## config.mk

```make
export PLATFORM = sky130hd
export DESIGN_NAME = matrix_vector_multiply
export DESIGN_NICKNAME = d
export VERILOG_FILES = /design/src/rtl/core/mvm_pkg.sv /design/src/rtl/core/matrix_vector_multiply.sv /design/src/rtl/core/mvm_ram.sv /design/src/rtl/core/mvm_seq.sv /design/src/rtl/core/mvm_mac.sv
export SDC_FILE = /design/constraint.sdc
export NUM_CORES = 2
export LEC_CHECK = 0
export ABC_AREA = 1
export BUFFER_PORTS_ARGS = -buffer_cell sky130_fd_sc_hd__buf_2
export CORE_ASPECT_RATIO = 0.9
export CORE_MARGIN = 2
export CORE_UTILIZATION = 30
export DETAILED_ROUTE_END_ITERATION = 16
export HOLD_SLACK_MARGIN = 0.02
export SYNTH_ARGS = -nofsm -noshare
export SYNTH_HDL_FRONTEND = slang
export SYNTH_SLANG_ARGS = --single-unit
```

## constraint.sdc

```tcl
create_clock -name clk -period 6.25 [get_ports clk]
set_clock_uncertainty 0.15 [all_clocks]
set_input_delay 0.9375 -clock clk [delete_from_list [all_inputs] [get_ports clk]]
set_output_delay 0.9375 -clock clk [all_outputs]
set_load 0.05 [all_outputs]
```

## src/rtl/core/mvm_pkg.sv

```systemverilog
// mvm_pkg: shared constants, codes, types and helpers for the matrix-vector multiplier
// depends on nothing; used by every module of the block except mvm_ram
package mvm_pkg;

  localparam int MAX_DIM   = 8;
  localparam int IDX_W     = $clog2(MAX_DIM);
  localparam int MAT_DEPTH = MAX_DIM * MAX_DIM;
  localparam int MAT_AW    = $clog2(MAT_DEPTH);
  localparam int DIM_W     = 4;
  localparam int OPND_W    = 16;
  localparam int PROD_W    = 2 * OPND_W;
  localparam int RES_W     = 32;
  localparam int ACC_W     = PROD_W + IDX_W + 1;
  localparam int RIDX_W    = 6;
  localparam int CFG_IDX_W = 2;
  localparam int MODE_W    = 2;

  // item kinds carried in tuser
  localparam logic [MODE_W-1:0] MODE_LOAD   = 2'd0;
  localparam logic [MODE_W-1:0] MODE_VEC    = 2'd1;
  localparam logic [MODE_W-1:0] MODE_SCALAR = 2'd2;

  // configuration register indexes
  localparam logic [CFG_IDX_W-1:0] CFG_ROWS   = 2'd0;
  localparam logic [CFG_IDX_W-1:0] CFG_COLS   = 2'd1;
  localparam logic [CFG_IDX_W-1:0] CFG_ORIENT = 2'd2;

  localparam logic [DIM_W-1:0] ROWS_RST = 4'd2;
  localparam logic [DIM_W-1:0] COLS_RST = 4'd2;

  typedef enum logic [2:0] {
    ST_IDLE = 3'b001,
    ST_RUN  = 3'b010,
    ST_WAIT = 3'b100
  } state_t;

  // one multiply-accumulate term issued by the sequencer
  typedef struct packed {
    logic              valid;
    logic              first;   // clears the accumulator
    logic              emit;    // closes a result
    logic              last;    // final result of the run
    logic              scal;    // second operand is the scalar
    logic [RIDX_W-1:0] idx;
  } issue_t;

  typedef struct packed {
    logic busy;      // terms still in the pipeline
    logic out_full;  // output register holds an untaken beat
  } status_t;

  // zero counts as one, anything above MAX_DIM counts as MAX_DIM
  function automatic logic [DIM_W-1:0] dim_clamp(input logic [DIM_W-1:0] r);
    logic [DIM_W-1:0] d;
    if (r == '0) begin
      d = DIM_W'(1);
    end else if (r > DIM_W'(MAX_DIM)) begin
      d = DIM_W'(MAX_DIM);
    end else begin
      d = r;
    end
    return d;
  endfunction

endpackage

```

## src/rtl/core/matrix_vector_multiply.sv

```systemverilog
// matrix_vector_multiply: top level of the fixed-point matrix-vector multiplier
// depends on mvm_pkg, mvm_ram, mvm_seq and mvm_mac
//
// Holds an up to 8x8 matrix of signed Q8.8 elements and an 8-entry vector in two
// synchronous RAMs. A load beat (tuser 0) writes one matrix element, a vector beat
// (tuser 1) writes one vector element. A vector beat with tlast set whose position
// plus one equals the vector length in use starts a product: matrix times column
// vector (orientation 0) or row vector times matrix (orientation 1). A scalar beat
// (tuser 2) emits every matrix element in use times the scalar, row-major. Results
// are Q16.16, saturated and flagged in tuser, with tlast on the final beat of the
// run. One multiplier walks the stored elements one term per cycle within a result,
// and one result is in flight at a time: its terms pass through the RAM read,
// multiply and accumulate stages ahead of the output register, and a result also
// waits while the output register still holds an untaken beat. The input is
// stalled while a run is in progress; it reopens in the cycle after the last
// result reaches the output register. Configuration must be written only while
// idle; the block itself does not enforce this.
module matrix_vector_multiply (
  input  logic        clk,
  input  logic        rst_n,
  // input channel
  input  logic        in_tvalid,
  output logic        in_tready,
  input  logic [31:0] in_tdata,   // row_index, col_index, vec_index, operand_value
  input  logic [1:0]  in_tuser,   // mode
  input  logic        in_tlast,   // last_element
  // result channel
  output logic        out_tvalid,
  input  logic        out_tready,
  output logic [39:0] out_tdata,  // result_value, result_index
  output logic [0:0]  out_tuser,  // saturated
  output logic        out_tlast,  // last_result
  // configuration writes
  input  logic        cfg_we,
  input  logic [1:0]  cfg_index,  // 0 row_count, 1 col_count, 2 orientation
  input  logic [3:0]  cfg_data
);

  logic                              mat_we, vec_we;
  logic [mvm_pkg::MAT_AW-1:0]        mat_waddr, mat_raddr;
  logic [mvm_pkg::IDX_W-1:0]         vec_waddr, vec_raddr;
  logic [mvm_pkg::OPND_W-1:0]        mat_wdata, vec_wdata, mat_rdata, vec_rdata, scalar;
  mvm_pkg::issue_t                   issue;
  mvm_pkg::status_t                  status;
  logic [mvm_pkg::RES_W-1:0]         res_value;
  logic [mvm_pkg::RIDX_W-1:0]        res_index;
  logic                              res_sat, res_last;

  // decode, config registers and the term sequencer
  mvm_seq u_seq (
    .clk        (clk),
    .rst_n      (rst_n),
    .in_tvalid  (in_tvalid),
    .in_tready  (in_tready),
    .in_tdata   (in_tdata),
    .in_tuser   (in_tuser),
    .in_tlast   (in_tlast),
    .cfg_we     (cfg_we),
    .cfg_index  (cfg_index),
    .cfg_data   (cfg_data),
    .out_tready (out_tready),
    .mat_we     (mat_we),
    .mat_waddr  (mat_waddr),
    .mat_wdata  (mat_wdata),
    .mat_raddr  (mat_raddr),
    .vec_we     (vec_we),
    .vec_waddr  (vec_waddr),
    .vec_wdata  (vec_wdata),
    .vec_raddr  (vec_raddr),
    .scalar     (scalar),
    .issue      (issue),
    .status     (status)
  );

  // matrix store, row-major
  mvm_ram #(
    .WIDTH (mvm_pkg::OPND_W),
    .DEPTH (mvm_pkg::MAT_DEPTH)
  ) u_mat_ram (
    .clk   (clk),
    .we    (mat_we),
    .waddr (mat_waddr),
    .wdata (mat_wdata),
    .raddr (mat_raddr),
    .rdata (mat_rdata)
  );

  // vector store
  mvm_ram #(
    .WIDTH (mvm_pkg::OPND_W),
    .DEPTH (mvm_pkg::MAX_DIM)
  ) u_vec_ram (
    .clk   (clk),
    .we    (vec_we),
    .waddr (vec_waddr),
    .wdata (vec_wdata),
    .raddr (vec_raddr),
    .rdata (vec_rdata)
  );

  // multiply-accumulate pipeline and output register
  mvm_mac u_mac (
    .clk        (clk),
    .rst_n      (rst_n),
    .issue      (issue),
    .mat_rdata  (mat_rdata),
    .vec_rdata  (vec_rdata),
    .scalar     (scalar),
    .status     (status),
    .out_tvalid (out_tvalid),
    .out_tready (out_tready),
    .res_value  (res_value),
    .res_index  (res_index),
    .res_sat    (res_sat),
    .res_last   (res_last)
  );

  // pack the result beat, zero fill to whole bytes
  assign out_tdata = {2'b00, res_index, res_value};
  assign out_tuser = res_sat;
  assign out_tlast = res_last;

endmodule

```

## src/rtl/core/mvm_ram.sv

```systemverilog
// mvm_ram: generic single-write, single-read synchronous RAM with registered read
// no dependencies
module mvm_ram #(
  parameter int WIDTH = 16,
  parameter int DEPTH = 64
) (
  input  logic                     clk,
  input  logic                     we,
  input  logic [$clog2(DEPTH)-1:0] waddr,
  input  logic [WIDTH-1:0]         wdata,
  input  logic [$clog2(DEPTH)-1:0] raddr,
  output logic [WIDTH-1:0]         rdata
);

  logic [WIDTH-1:0] mem [DEPTH];

  always_ff @(posedge clk) begin
    if (we) begin
      mem[waddr] <= wdata;
    end
    rdata <= mem[raddr];
  end

endmodule

```

## src/rtl/core/mvm_seq.sv

```systemverilog
// mvm_seq: input decode, configuration registers and the product sequencer
// depends on mvm_pkg; drives the two RAMs and the mac pipeline
module mvm_seq (
  input  logic                         clk,
  input  logic                         rst_n,
  input  logic                         in_tvalid,
  output logic                         in_tready,
  input  logic [31:0]                  in_tdata,
  input  logic [mvm_pkg::MODE_W-1:0]   in_tuser,
  input  logic                         in_tlast,
  input  logic                         cfg_we,
  input  logic [mvm_pkg::CFG_IDX_W-1:0] cfg_index,
  input  logic [mvm_pkg::DIM_W-1:0]    cfg_data,
  input  logic                         out_tready,
  output logic                         mat_we,
  output logic [mvm_pkg::MAT_AW-1:0]   mat_waddr,
  output logic [mvm_pkg::OPND_W-1:0]   mat_wdata,
  output logic [mvm_pkg::MAT_AW-1:0]   mat_raddr,
  output logic                         vec_we,
  output logic [mvm_pkg::IDX_W-1:0]    vec_waddr,
  output logic [mvm_pkg::OPND_W-1:0]   vec_wdata,
  output logic [mvm_pkg::IDX_W-1:0]    vec_raddr,
  output logic [mvm_pkg::OPND_W-1:0]   scalar,
  output mvm_pkg::issue_t              issue,
  input  mvm_pkg::status_t             status
);

  mvm_pkg::state_t state_r, state_nxt;
  logic [mvm_pkg::DIM_W-1:0]  rows_r, cols_r;
  logic                       orient_r;
  logic [mvm_pkg::IDX_W-1:0]  o_r, o_nxt, k_r, k_nxt;
  logic [mvm_pkg::DIM_W-1:0]  outs_r, outs_nxt, len_r, len_nxt;
  logic                       scal_r, scal_nxt;
  logic                       lastrun_r, lastrun_nxt;
  logic [mvm_pkg::RIDX_W-1:0] ridx_r, ridx_nxt;
  logic [mvm_pkg::OPND_W-1:0] scalar_r, scalar_nxt;

  logic [mvm_pkg::IDX_W-1:0]  f_row, f_col, f_vec;
  logic [mvm_pkg::OPND_W-1:0] f_opv;
  logic [mvm_pkg::DIM_W-1:0]  rows, cols, need, outs;
  logic                       in_fire, k_end, o_end;

  assign f_row = in_tdata[2:0];
  assign f_col = in_tdata[5:3];
  assign f_vec = in_tdata[8:6];
  assign f_opv = in_tdata[24:9];

  assign rows = mvm_pkg::dim_clamp(rows_r);
  assign cols = mvm_pkg::dim_clamp(cols_r);
  assign need = orient_r ? rows : cols;
  assign outs = orient_r ? cols : rows;

  assign in_tready = (state_r == mvm_pkg::ST_IDLE);
  assign in_fire   = in_tvalid && in_tready;

  assign mat_waddr = {f_row, f_col};
  assign mat_wdata = f_opv;
  assign vec_waddr = f_vec;
  assign vec_wdata = f_opv;
  assign mat_raddr = (scal_r || !orient_r) ? {o_r, k_r} : {k_r, o_r};
  assign vec_raddr = k_r;
  assign scalar    = scalar_r;

  assign k_end = ({1'b0, k_r} == (len_r - mvm_pkg::DIM_W'(1)));
  assign o_end = ({1'b0, o_r} == (outs_r - mvm_pkg::DIM_W'(1)));

  always_comb begin
    state_nxt   = state_r;
    o_nxt       = o_r;
    k_nxt       = k_r;
    outs_nxt    = outs_r;
    len_nxt     = len_r;
    scal_nxt    = scal_r;
    lastrun_nxt = lastrun_r;
    ridx_nxt    = ridx_r;
    scalar_nxt  = scalar_r;
    mat_we      = 1'b0;
    vec_we      = 1'b0;
    issue       = '0;
    unique case (state_r)
      mvm_pkg::ST_IDLE: begin
        if (in_fire) begin
          unique case (in_tuser)
            mvm_pkg::MODE_LOAD: begin
              mat_we = 1'b1;
            end
            mvm_pkg::MODE_VEC: begin
              vec_we = 1'b1;
              if (in_tlast && (({1'b0, f_vec} + mvm_pkg::DIM_W'(1)) == need)) begin
                state_nxt   = mvm_pkg::ST_WAIT;
                o_nxt       = '0;
                k_nxt       = '0;
                outs_nxt    = outs;
                len_nxt     = need;
                scal_nxt    = 1'b0;
                lastrun_nxt = 1'b0;
                ridx_nxt    = '0;
              end
            end
            mvm_pkg::MODE_SCALAR: begin
              state_nxt   = mvm_pkg::ST_WAIT;
              o_nxt       = '0;
              k_nxt       = '0;
              outs_nxt    = rows;
              len_nxt     = cols;
              scal_nxt    = 1'b1;
              lastrun_nxt = 1'b0;
              ridx_nxt    = '0;
              scalar_nxt  = f_opv;
            end
            default: ;
          endcase
        end
      end
      mvm_pkg::ST_RUN: begin
        issue.valid = 1'b1;
        issue.first = scal_r || (k_r == '0);
        issue.emit  = scal_r || k_end;
        issue.last  = o_end && k_end;
        issue.scal  = scal_r;
        issue.idx   = scal_r ? ridx_r : mvm_pkg::RIDX_W'(o_r);
        if (k_end) begin
          k_nxt = '0;
          o_nxt = o_r + mvm_pkg::IDX_W'(1);
        end else begin
          k_nxt = k_r + mvm_pkg::IDX_W'(1);
        end
        if (scal_r) begin
          ridx_nxt = ridx_r + mvm_pkg::RIDX_W'(1);
        end
        if (issue.emit) begin
          state_nxt   = mvm_pkg::ST_WAIT;
          lastrun_nxt = issue.last;
        end
      end
      mvm_pkg::ST_WAIT: begin
        // one result in flight at a time, and only into a free output register
        if (!status.busy) begin
          if (lastrun_r) begin
            state_nxt = mvm_pkg::ST_IDLE;
          end else if (!status.out_full || out_tready) begin
            state_nxt = mvm_pkg::ST_RUN;
          end
        end
      end
      default: state_nxt = mvm_pkg::ST_IDLE;
    endcase
  end

  always_ff @(posedge clk) begin
    if (!rst_n) begin
      state_r   <= mvm_pkg::ST_IDLE;
      rows_r    <= mvm_pkg::ROWS_RST;
      cols_r    <= mvm_pkg::COLS_RST;
      orient_r  <= 1'b0;
      lastrun_r <= 1'b0;
    end else begin
      state_r   <= state_nxt;
      lastrun_r <= lastrun_nxt;
      if (cfg_we) begin
        unique case (cfg_index)
          mvm_pkg::CFG_ROWS:   rows_r   <= cfg_data;
          mvm_pkg::CFG_COLS:   cols_r   <= cfg_data;
          mvm_pkg::CFG_ORIENT: orient_r <= cfg_data[0];
          default: ;
        endcase
      end
    end
  end

  always_ff @(posedge clk) begin
    o_r      <= o_nxt;
    k_r      <= k_nxt;
    outs_r   <= outs_nxt;
    len_r    <= len_nxt;
    scal_r   <= scal_nxt;
    ridx_r   <= ridx_nxt;
    scalar_r <= scalar_nxt;
  end

endmodule

```

## src/rtl/core/mvm_mac.sv

```systemverilog
// mvm_mac: multiply, accumulate, saturate and the output register
// depends on mvm_pkg; fed by mvm_seq and the two RAM read ports
module mvm_mac (
  input  logic                        clk,
  input  logic                        rst_n,
  input  mvm_pkg::issue_t             issue,
  input  logic [mvm_pkg::OPND_W-1:0]  mat_rdata,
  input  logic [mvm_pkg::OPND_W-1:0]  vec_rdata,
  input  logic [mvm_pkg::OPND_W-1:0]  scalar,
  output mvm_pkg::status_t            status,
  output logic                        out_tvalid,
  input  logic                        out_tready,
  output logic [mvm_pkg::RES_W-1:0]   res_value,
  output logic [mvm_pkg::RIDX_W-1:0]  res_index,
  output logic                        res_sat,
  output logic                        res_last
);

  mvm_pkg::issue_t s1_r, s2_r, s3_r;
  logic [mvm_pkg::OPND_W-1:0]        opb;
  logic signed [mvm_pkg::PROD_W-1:0] prod_nxt, prod_r;
  logic [mvm_pkg::ACC_W-1:0]         acc_r, acc_nxt;
  logic                              over;
  logic                              out_valid_r;

  assign opb      = s1_r.scal ? scalar : vec_rdata;
  assign prod_nxt = $signed(mat_rdata) * $signed(opb);
  assign acc_nxt  = (s2_r.first ? '0 : acc_r)
                  + {{(mvm_pkg::ACC_W - mvm_pkg::PROD_W){prod_r[mvm_pkg::PROD_W-1]}}, prod_r};
  // out of range when the bits above the result's sign differ from it
  assign over = (acc_r[mvm_pkg::ACC_W-1:mvm_pkg::RES_W-1]
                 != {(mvm_pkg::ACC_W - mvm_pkg::RES_W + 1){acc_r[mvm_pkg::ACC_W-1]}});

  always_ff @(posedge clk) begin
    if (!rst_n) begin
      s1_r        <= '0;
      s2_r        <= '0;
      s3_r        <= '0;
      out_valid_r <= 1'b0;
    end else begin
      s1_r <= issue;
      s2_r <= s1_r;
      s3_r <= s2_r;
      if (s3_r.valid && s3_r.emit) begin
        out_valid_r <= 1'b1;
      end else if (out_tready) begin
        out_valid_r <= 1'b0;
      end
    end
  end

  always_ff @(posedge clk) begin
    prod_r <= prod_nxt;
    if (s2_r.valid) begin
      acc_r <= acc_nxt;
    end
    if (s3_r.valid && s3_r.emit) begin
      res_index <= s3_r.idx;
      res_last  <= s3_r.last;
      res_sat   <= over;
      if (!over) begin
        res_value <= acc_r[mvm_pkg::RES_W-1:0];
      end else if (acc_r[mvm_pkg::ACC_W-1]) begin
        res_value <= {1'b1, {(mvm_pkg::RES_W-1){1'b0}}};
      end else begin
        res_value <= {1'b0, {(mvm_pkg::RES_W-1){1'b1}}};
      end
    end
  end

  assign out_tvalid      = out_valid_r;
  assign status.busy     = s1_r.valid || s2_r.valid || s3_r.valid;
  assign status.out_full = out_valid_r;

endmodule

```

# [Word-level counts from Yosys, hierarchy flattened]
# Memories as Yosys holds them, arrays and structs flattened. A register that Yosys moved wholly into a read port is not among the register bits.
# Cells that the tools add are included.
[op_classes] add_sub_neg=7 mul=1 n_lt_le_gt_ge=2 eq_ne=20 mux=55 n_reduce_logical=32
[op_table] operator="32-bit two-way mux" count=2
[op_table] operator="36-bit adder" count=1
[op_table] operator="36-bit two-way mux" count=1
[op_table] operator="16-bit by 16-bit multiplier with 32-bit output" count=1
[op_table] operator="4-bit two-way mux" count=8
[op_table] operator="3-bit two-way mux" count=10
[op_table] operator="6-bit two-way mux" count=5
[op_table] operator="3-bit case mux with 2 select lines" count=4
[op_table] operator="6-bit case mux with 2 select lines" count=2
[op_table] operator="16-bit two-way mux" count=1
[op_table] operator="4-bit case mux with 2 select lines" count=2
[op_table] operator="1-bit two-way mux" count=15
[op_table] operator="5-bit AND reduction" count=3
[op_table] operator="11-bit two-way mux" count=1
[op_table] operator="3-bit case mux with 3 select lines" count=1
[op_table] operator="3-bit by 4-bit == test with 1-bit output" count=2
[op_table] operator="4-bit greater-than comparator, second input constant" count=2
[op_table] operator="4-bit logical NOT" count=2
[op_table] operator="2-bit by 1-bit != test with 1-bit output, second input constant" count=4
[op_table] operator="2-bit AND reduction" count=4
[op_table] operator="4-bit AND reduction" count=2
[op_table] operator="4-bit by 1-bit subtractor with 4-bit output, second input constant" count=2
[op_table] operator="3-bit by 1-bit adder with 3-bit output, second input constant" count=2
[op_table] operator="6-bit by 1-bit adder with 6-bit output, second input constant" count=1
[op_table] operator="other kinds (20)" count=39
[word_totals] regBits=189 mem_bits_rw=1152 inputBits=46 output_inout_bits=44 memories=2
[mem_list] memory="u_mat_ram.mem" depth=64 width=16 read_ports=1 rd_ports_with_merged_regs=1 wr=1 line="mvm_ram.sv:15" rtl="logic [WIDTH-1:0] mem [DEPTH];"
[mem_list] memory="u_vec_ram.mem" depth=8 width=16 read_ports=1 rd_ports_with_merged_regs=1 wr=1 line="mvm_ram.sv:15"

# [Logic depth before layout (Yosys ltp)]
[depth] depth_word=10 ltp_mapped=28 mapped_depth_nobuf=27

# [By module]
# From an unflattened synthesis, not the netlist that was laid out.
[hier_totals] cells_unflattened=6747 hier_area_um2=68959.9
[by_module_without_submodules] module="mvm_ram at u_mat_ram" n_inst=1 cells_per_inst=3517 area_each_um2=42099.1 seq_area_each_um2=31069.8
[by_module_without_submodules] module="mvm_mac" n_inst=1 cells_per_inst=2273 area_each_um2=17849.6 seq_area_each_um2=3543.4
[by_module_without_submodules] module="mvm_ram at u_vec_ram" n_inst=1 cells_per_inst=587 area_each_um2=5989.5 seq_area_each_um2=4164.0
[by_module_without_submodules] module="mvm_seq" n_inst=1 cells_per_inst=367 area_each_um2=3002.9 seq_area_each_um2=1371.3
[by_module_without_submodules] module="matrix_vector_multiply" n_inst=1 cells_per_inst=3 area_each_um2=18.8 seq_area_each_um2=0.0

# [Worst setup path before layout]
# No wires, ideal clock.
[synth_path] path_kind="register to register" startpoint="register u_mac.s1_r[6] (netlist bit)" endpoint="register u_mac.prod_r[18] (netlist bit)" setup_time_ns=0.072 t_arrival_ns=5.834 required_ns=6.028 slack_ns=0.195 path_stages_with_launch=26 path_buffers=2 period_less_slack_ns=6.055 path_cell_list="dfxtp_1 inv_1 clkbuf_1 or2_2 o21ai_1 clkbuf_1 nor2_1 fa_1 inv_1 fa_1 inv_1 fa_1 inv_1 fa_1 inv_1 fa_1 fa_1 ha_1 nand2_1 nor2_1 and3_1 nor2_1 o21ai_0 nand2_1 nand2_1 xor2_1"
[synth_via] elab_chain_cells=2
[synth_lines] item="start, declared" line="mvm_mac.sv:19" rtl="mvm_pkg::issue_t s1_r, s2_r, s3_r;"
[synth_lines] item="start signal, assigned" line="mvm_mac.sv:41" rtl="s1_r <= issue;"
[synth_lines] item="16-bit two-way mux" line="mvm_mac.sv:26" rtl="assign opb = s1_r.scal ? scalar : vec_rdata;"
[synth_lines] item="16-bit by 16-bit multiplier with 32-bit output" line="mvm_mac.sv:27" rtl="assign prod_nxt = $signed(mat_rdata) * $signed(opb);"
[synth_lines] item="named net u_mac.prod_nxt, one bit" line="mvm_mac.sv:21" rtl="logic signed [mvm_pkg::PROD_W-1:0] prod_nxt, prod_r;"
[synth_lines] item="end signal, assigned" line="mvm_mac.sv:53" rtl="prod_r <= prod_nxt;"
[synth_lines] item="end, declared" line="mvm_mac.sv:21"
# The timed path passes the listed nets, and every way through them passes these cells.
# A chain may end at the register's enable or synchronous reset.

# [Worst setup path in the final report]
[layout_path] startpoint="register u_mac.s1_r[6] (netlist bit)" endpoint="register u_mac.prod_r[31] (netlist bit)"
# The elaborated chain is that of the path after synthesis.

==> key figures <==
Yosys
  • Syn. warnings: 0
  • Sequential fraction of the synthesis area: 0.597
  • Top cells by area, synth: edfxtp_1 57%, nand2_1 8.6%, fa_1 7.8%, inv_1 4.8%, nand3_1 4.4%
  • Post-synth EDFFs: 1265
  • Synth unique cells: 45
  • Mapped Area: 0.0672 mm²
  • Share of flip-flops with an asynchronous set or reset: 0
  • Syn Inst Count: 6343
  • Synth top area share: 0.565
  • FF+latch count, synth: 1373
  • Syn_area_per_cell: 10.6 µm²
  • Main synth FF type: edfxtp_1
  • Yosys top cell by area: edfxtp_1

Critical path
  • Worst Path Arrival: 6.51 ns
  • Critical Setup Path Class: reg -> reg
  • Crit Path Max Fanout: 8
  • Critical Path Start Type: register
  • CP most frequent cell: fa_1
  • CP Capture Type: register
  • Worst EP required: 6.73 ns
  • Slowest CP cell: fa_1
  • Max incr delay on CP: 0.63 ns

Layout
  • Nets: 6943
  • Filler Cell Count: 22024
  • Design area: 0.0775 mm²
  • Area grow syn2layout: 15.3%
  • Layout cell share with drive strength beyond 1: 0.102

Routing
  • Metal1 wirelength: 79.5 mm
  • Metal2 WL: 80.3 mm
  • Initial drt markers: 4530
  • Met3 wire len: 12.6 mm
  • Top Metal Used: met5
  • Via density: 4.74
  • Post-DRT Antenna Nets: 0
  • DRT Pass-1 Iters: 6
  • Via Count: 45566
  • Drt drc: 0
  • Total wire length: 176 mm
  • Drt wl/cell: 18.3 µm

Floorplanning
  • Die height: 453 µm
  • Io pins: 90
  • Placeable core area: 0.222 mm²
  • Die W: 503 µm
  • Core Rows: 164
  • Initial Utilization: 0.302
  • Die area: 0.228 mm²

Global route
  • First-pass GRT wire length: 268 mm
  • Number of antenna violations at the first check in global routing: 9
  • Gr usage total: 0.152
  • Vias in the first global route: 44257
  • Total gr overflow: 0
  • Largest net degree at the start of global routing: 178

Clock tree
  • Clk Latency, worst-skew pair: 0.81 ns
  • Max H-tree Level: 4
  • Root Driver: clkbuf_16
  • CTS tree: yes
  • Reg clk slew, reported paths: 0.06 ns
  • Hold Buf Count CTS: 0
  • Clock sinks: 1373
  • TritonCTS Buffers: 141
  • Maximum clock path buffer count: 3

STA
  • Crit path time final: 6.03 ns
  • Final setup vio count: 0
  • Max-slew headroom: 0.252
  • Endpoints failing hold: 0
  • Fmax: 0.166 GHz
  • Final worst setup slack: 0.218 ns
  • Slew of the pin with the lowest slew margin: 1.12 ns
  • Final period util: 0.965
  • Setup TNS: 0 ns
  • Final Slew Violations: 0
  • Hold Slack: 0.249 ns

Placed design
  • Routability Congestion: 0.891
  • Pre-CTS WS: -0.0850 ns
  • DP HPWL: 109 mm
  • Placed cell area: 0.0719 mm²
  • I/O Buffers: 80

Run status
  • Status: finished, final reports clean

Min path
  • Hold WC Path Type: in -> reg

Flow run
  • Max Cap Violations: 0
stage by stage:
stage               instances  utilization
finish                   9612        0.348
global route             9607        0.348
CTS                      9578        0.345
detailed placement       9317        0.323
global placement         9317        0.323
floorplan                6344            -
path summary, 6_finish.rpt:
path | from | slack (ns) | cells after the start | end
worst max-delay path | u_mac.s1_r[6] | 0.22 | 26 | u_mac.prod_r[31]
worst min-delay path | cfg_data[1] | 0.25 | 3 | u_seq.cols_r[1]
worst max register to register | u_mac.s1_r[6] | 0.22 | 26 | u_mac.prod_r[31]
worst min register to register | u_mac.s3_r[7] | 0.25 | 0 | u_mac.res_last
area by class of cell:
class / count / area [µm²] / area share
antenna: 5 / 12.5 / 0.000161
clock inverter: 84 / 1060 / 0.0137
clock buffer: 171 / 3700 / 0.0478
multi-input combinational: 3810 / 23100 / 0.299
tap: 2988 / 3740 / 0.0482
timing repair inverter: 2 / 15.0 / 0.000194
inverter: 873 / 3310 / 0.0427
timing repair buffer: 306 / 2360 / 0.0304
sequential: 1373 / 40200 / 0.518
Yosys cell counts, drive strengths merged, types with 16 or more instances:
cell type and number:
a21oi 87, a31oi 29, buf 157, clkbuf 131, dfxtp 108, edfxtp 1265, fa 263, ha 127
inv 863, nand2 1540, nand3 586, nor2 505, nor3 24, o211ai 226, o21ai 248, o22ai 16
or2 28, xnor2 29, xor2 40
routing by layer:
layer / track usage / up-vias
li1: - / 21439
met1: 0.217 / 22325
met2: 0.240 / 1536
met3: 0.0259 / 262
met4: 0.0379 / 4
met5: 0 / -
cell families (layout without fill, tap and decap cells):
| group | after synthesis | in the layout | share of synthesized area |
|---|---|---|---|
| xor+xnor | 69 | 69 | 0.00899 |
| mux | 1 | 1 | 0.000149 |
| compound gates | 639 | 639 | 0.0584 |
| other cells | 1 | 7 | 0.0000558 |
| flops | 1373 | 1373 | 0.597 |
| buf+inv | 1161 | 1436 | 0.0684 |
| fa+ha+maj | 390 | 390 | 0.102 |
| simple gates | 2709 | 2709 | 0.165 |
cells in the final DEF, fill, tap and decap left out, types with 9 or more instances in the layout:
| cell | instances |
|---|---|
| a21o_1 | 12 |
| a21oi_1 | 71 |
| a21oi_2 | 15 |
| a31oi_1 | 29 |
| buf_12 | 14 |
| buf_2 | 65 |
| buf_4 | 222 |
| bufinv_16 | 14 |
| clkbuf_1 | 26 |
| clkbuf_16 | 144 |
| clkinv_1 | 40 |
| clkinv_16 | 10 |
| clkinv_2 | 21 |
| clkinvlp_4 | 10 |
| dfxtp_1 | 106 |
| edfxtp_1 | 1265 |
| fa_1 | 252 |
| fa_2 | 11 |
| ha_1 | 111 |
| ha_4 | 16 |
| inv_1 | 844 |
| inv_2 | 11 |
| nand2_1 | 1519 |
| nand2_2 | 14 |
| nand3_1 | 583 |
| nand4_1 | 12 |
| nor2_1 | 486 |
| nor2_2 | 18 |
| nor3_1 | 13 |
| o211ai_1 | 224 |
| o21ai_0 | 228 |
| o21ai_2 | 9 |
| o21bai_1 | 10 |
| o22ai_1 | 16 |
| or2_2 | 25 |
| xnor2_1 | 29 |
| xor2_1 | 40 |
sequential cells by signal, summed over array words and instances, names as in the netlist, 4 cells and up:
| name | cells |
|---|---|
| u_vec_ram.mem | 128 |
| u_mac.prod_r | 32 |
| u_seq.rows_r | 4 |
| u_mac.s2_r | 10 |
| u_seq.outs_r | 4 |
| u_mac.acc_r | 36 |
| u_mat_ram.rdata | 16 |
| u_seq.scalar | 16 |
| u_vec_ram.rdata | 16 |
| u_mac.res_value | 32 |
| u_seq.cols_r | 4 |
| u_mac.res_index | 6 |
| u_mac.s1_r | 11 |
| u_mac.s3_r | 9 |
| u_seq.len_r | 4 |
| u_seq.ridx_r | 6 |
| u_mat_ram.mem | 1024 |
timing repair:
action,4_1_cts,5_1_grt
resized for setup,14,135
cloned,1,2
buffers inserted,5,27
pin swaps,0,27
endpoints found under the setup margin,8,16
critical path: cells and delay by family, from the launching register on:
kind | cells | cell delay (ns)
XOR/XNOR | 1 | 0.07
adder cells (fa/ha/maj) | 7 | 3.20
flip-flops | 1 | 0.35
AND/OR/NAND/NOR | 10 | 1.26
buffers and inverters | 8 | 0.85
Power is left out: the tool's default activity adds up to more than one toggle a clock period on the data nets, which glitch-free logic cannot reach.
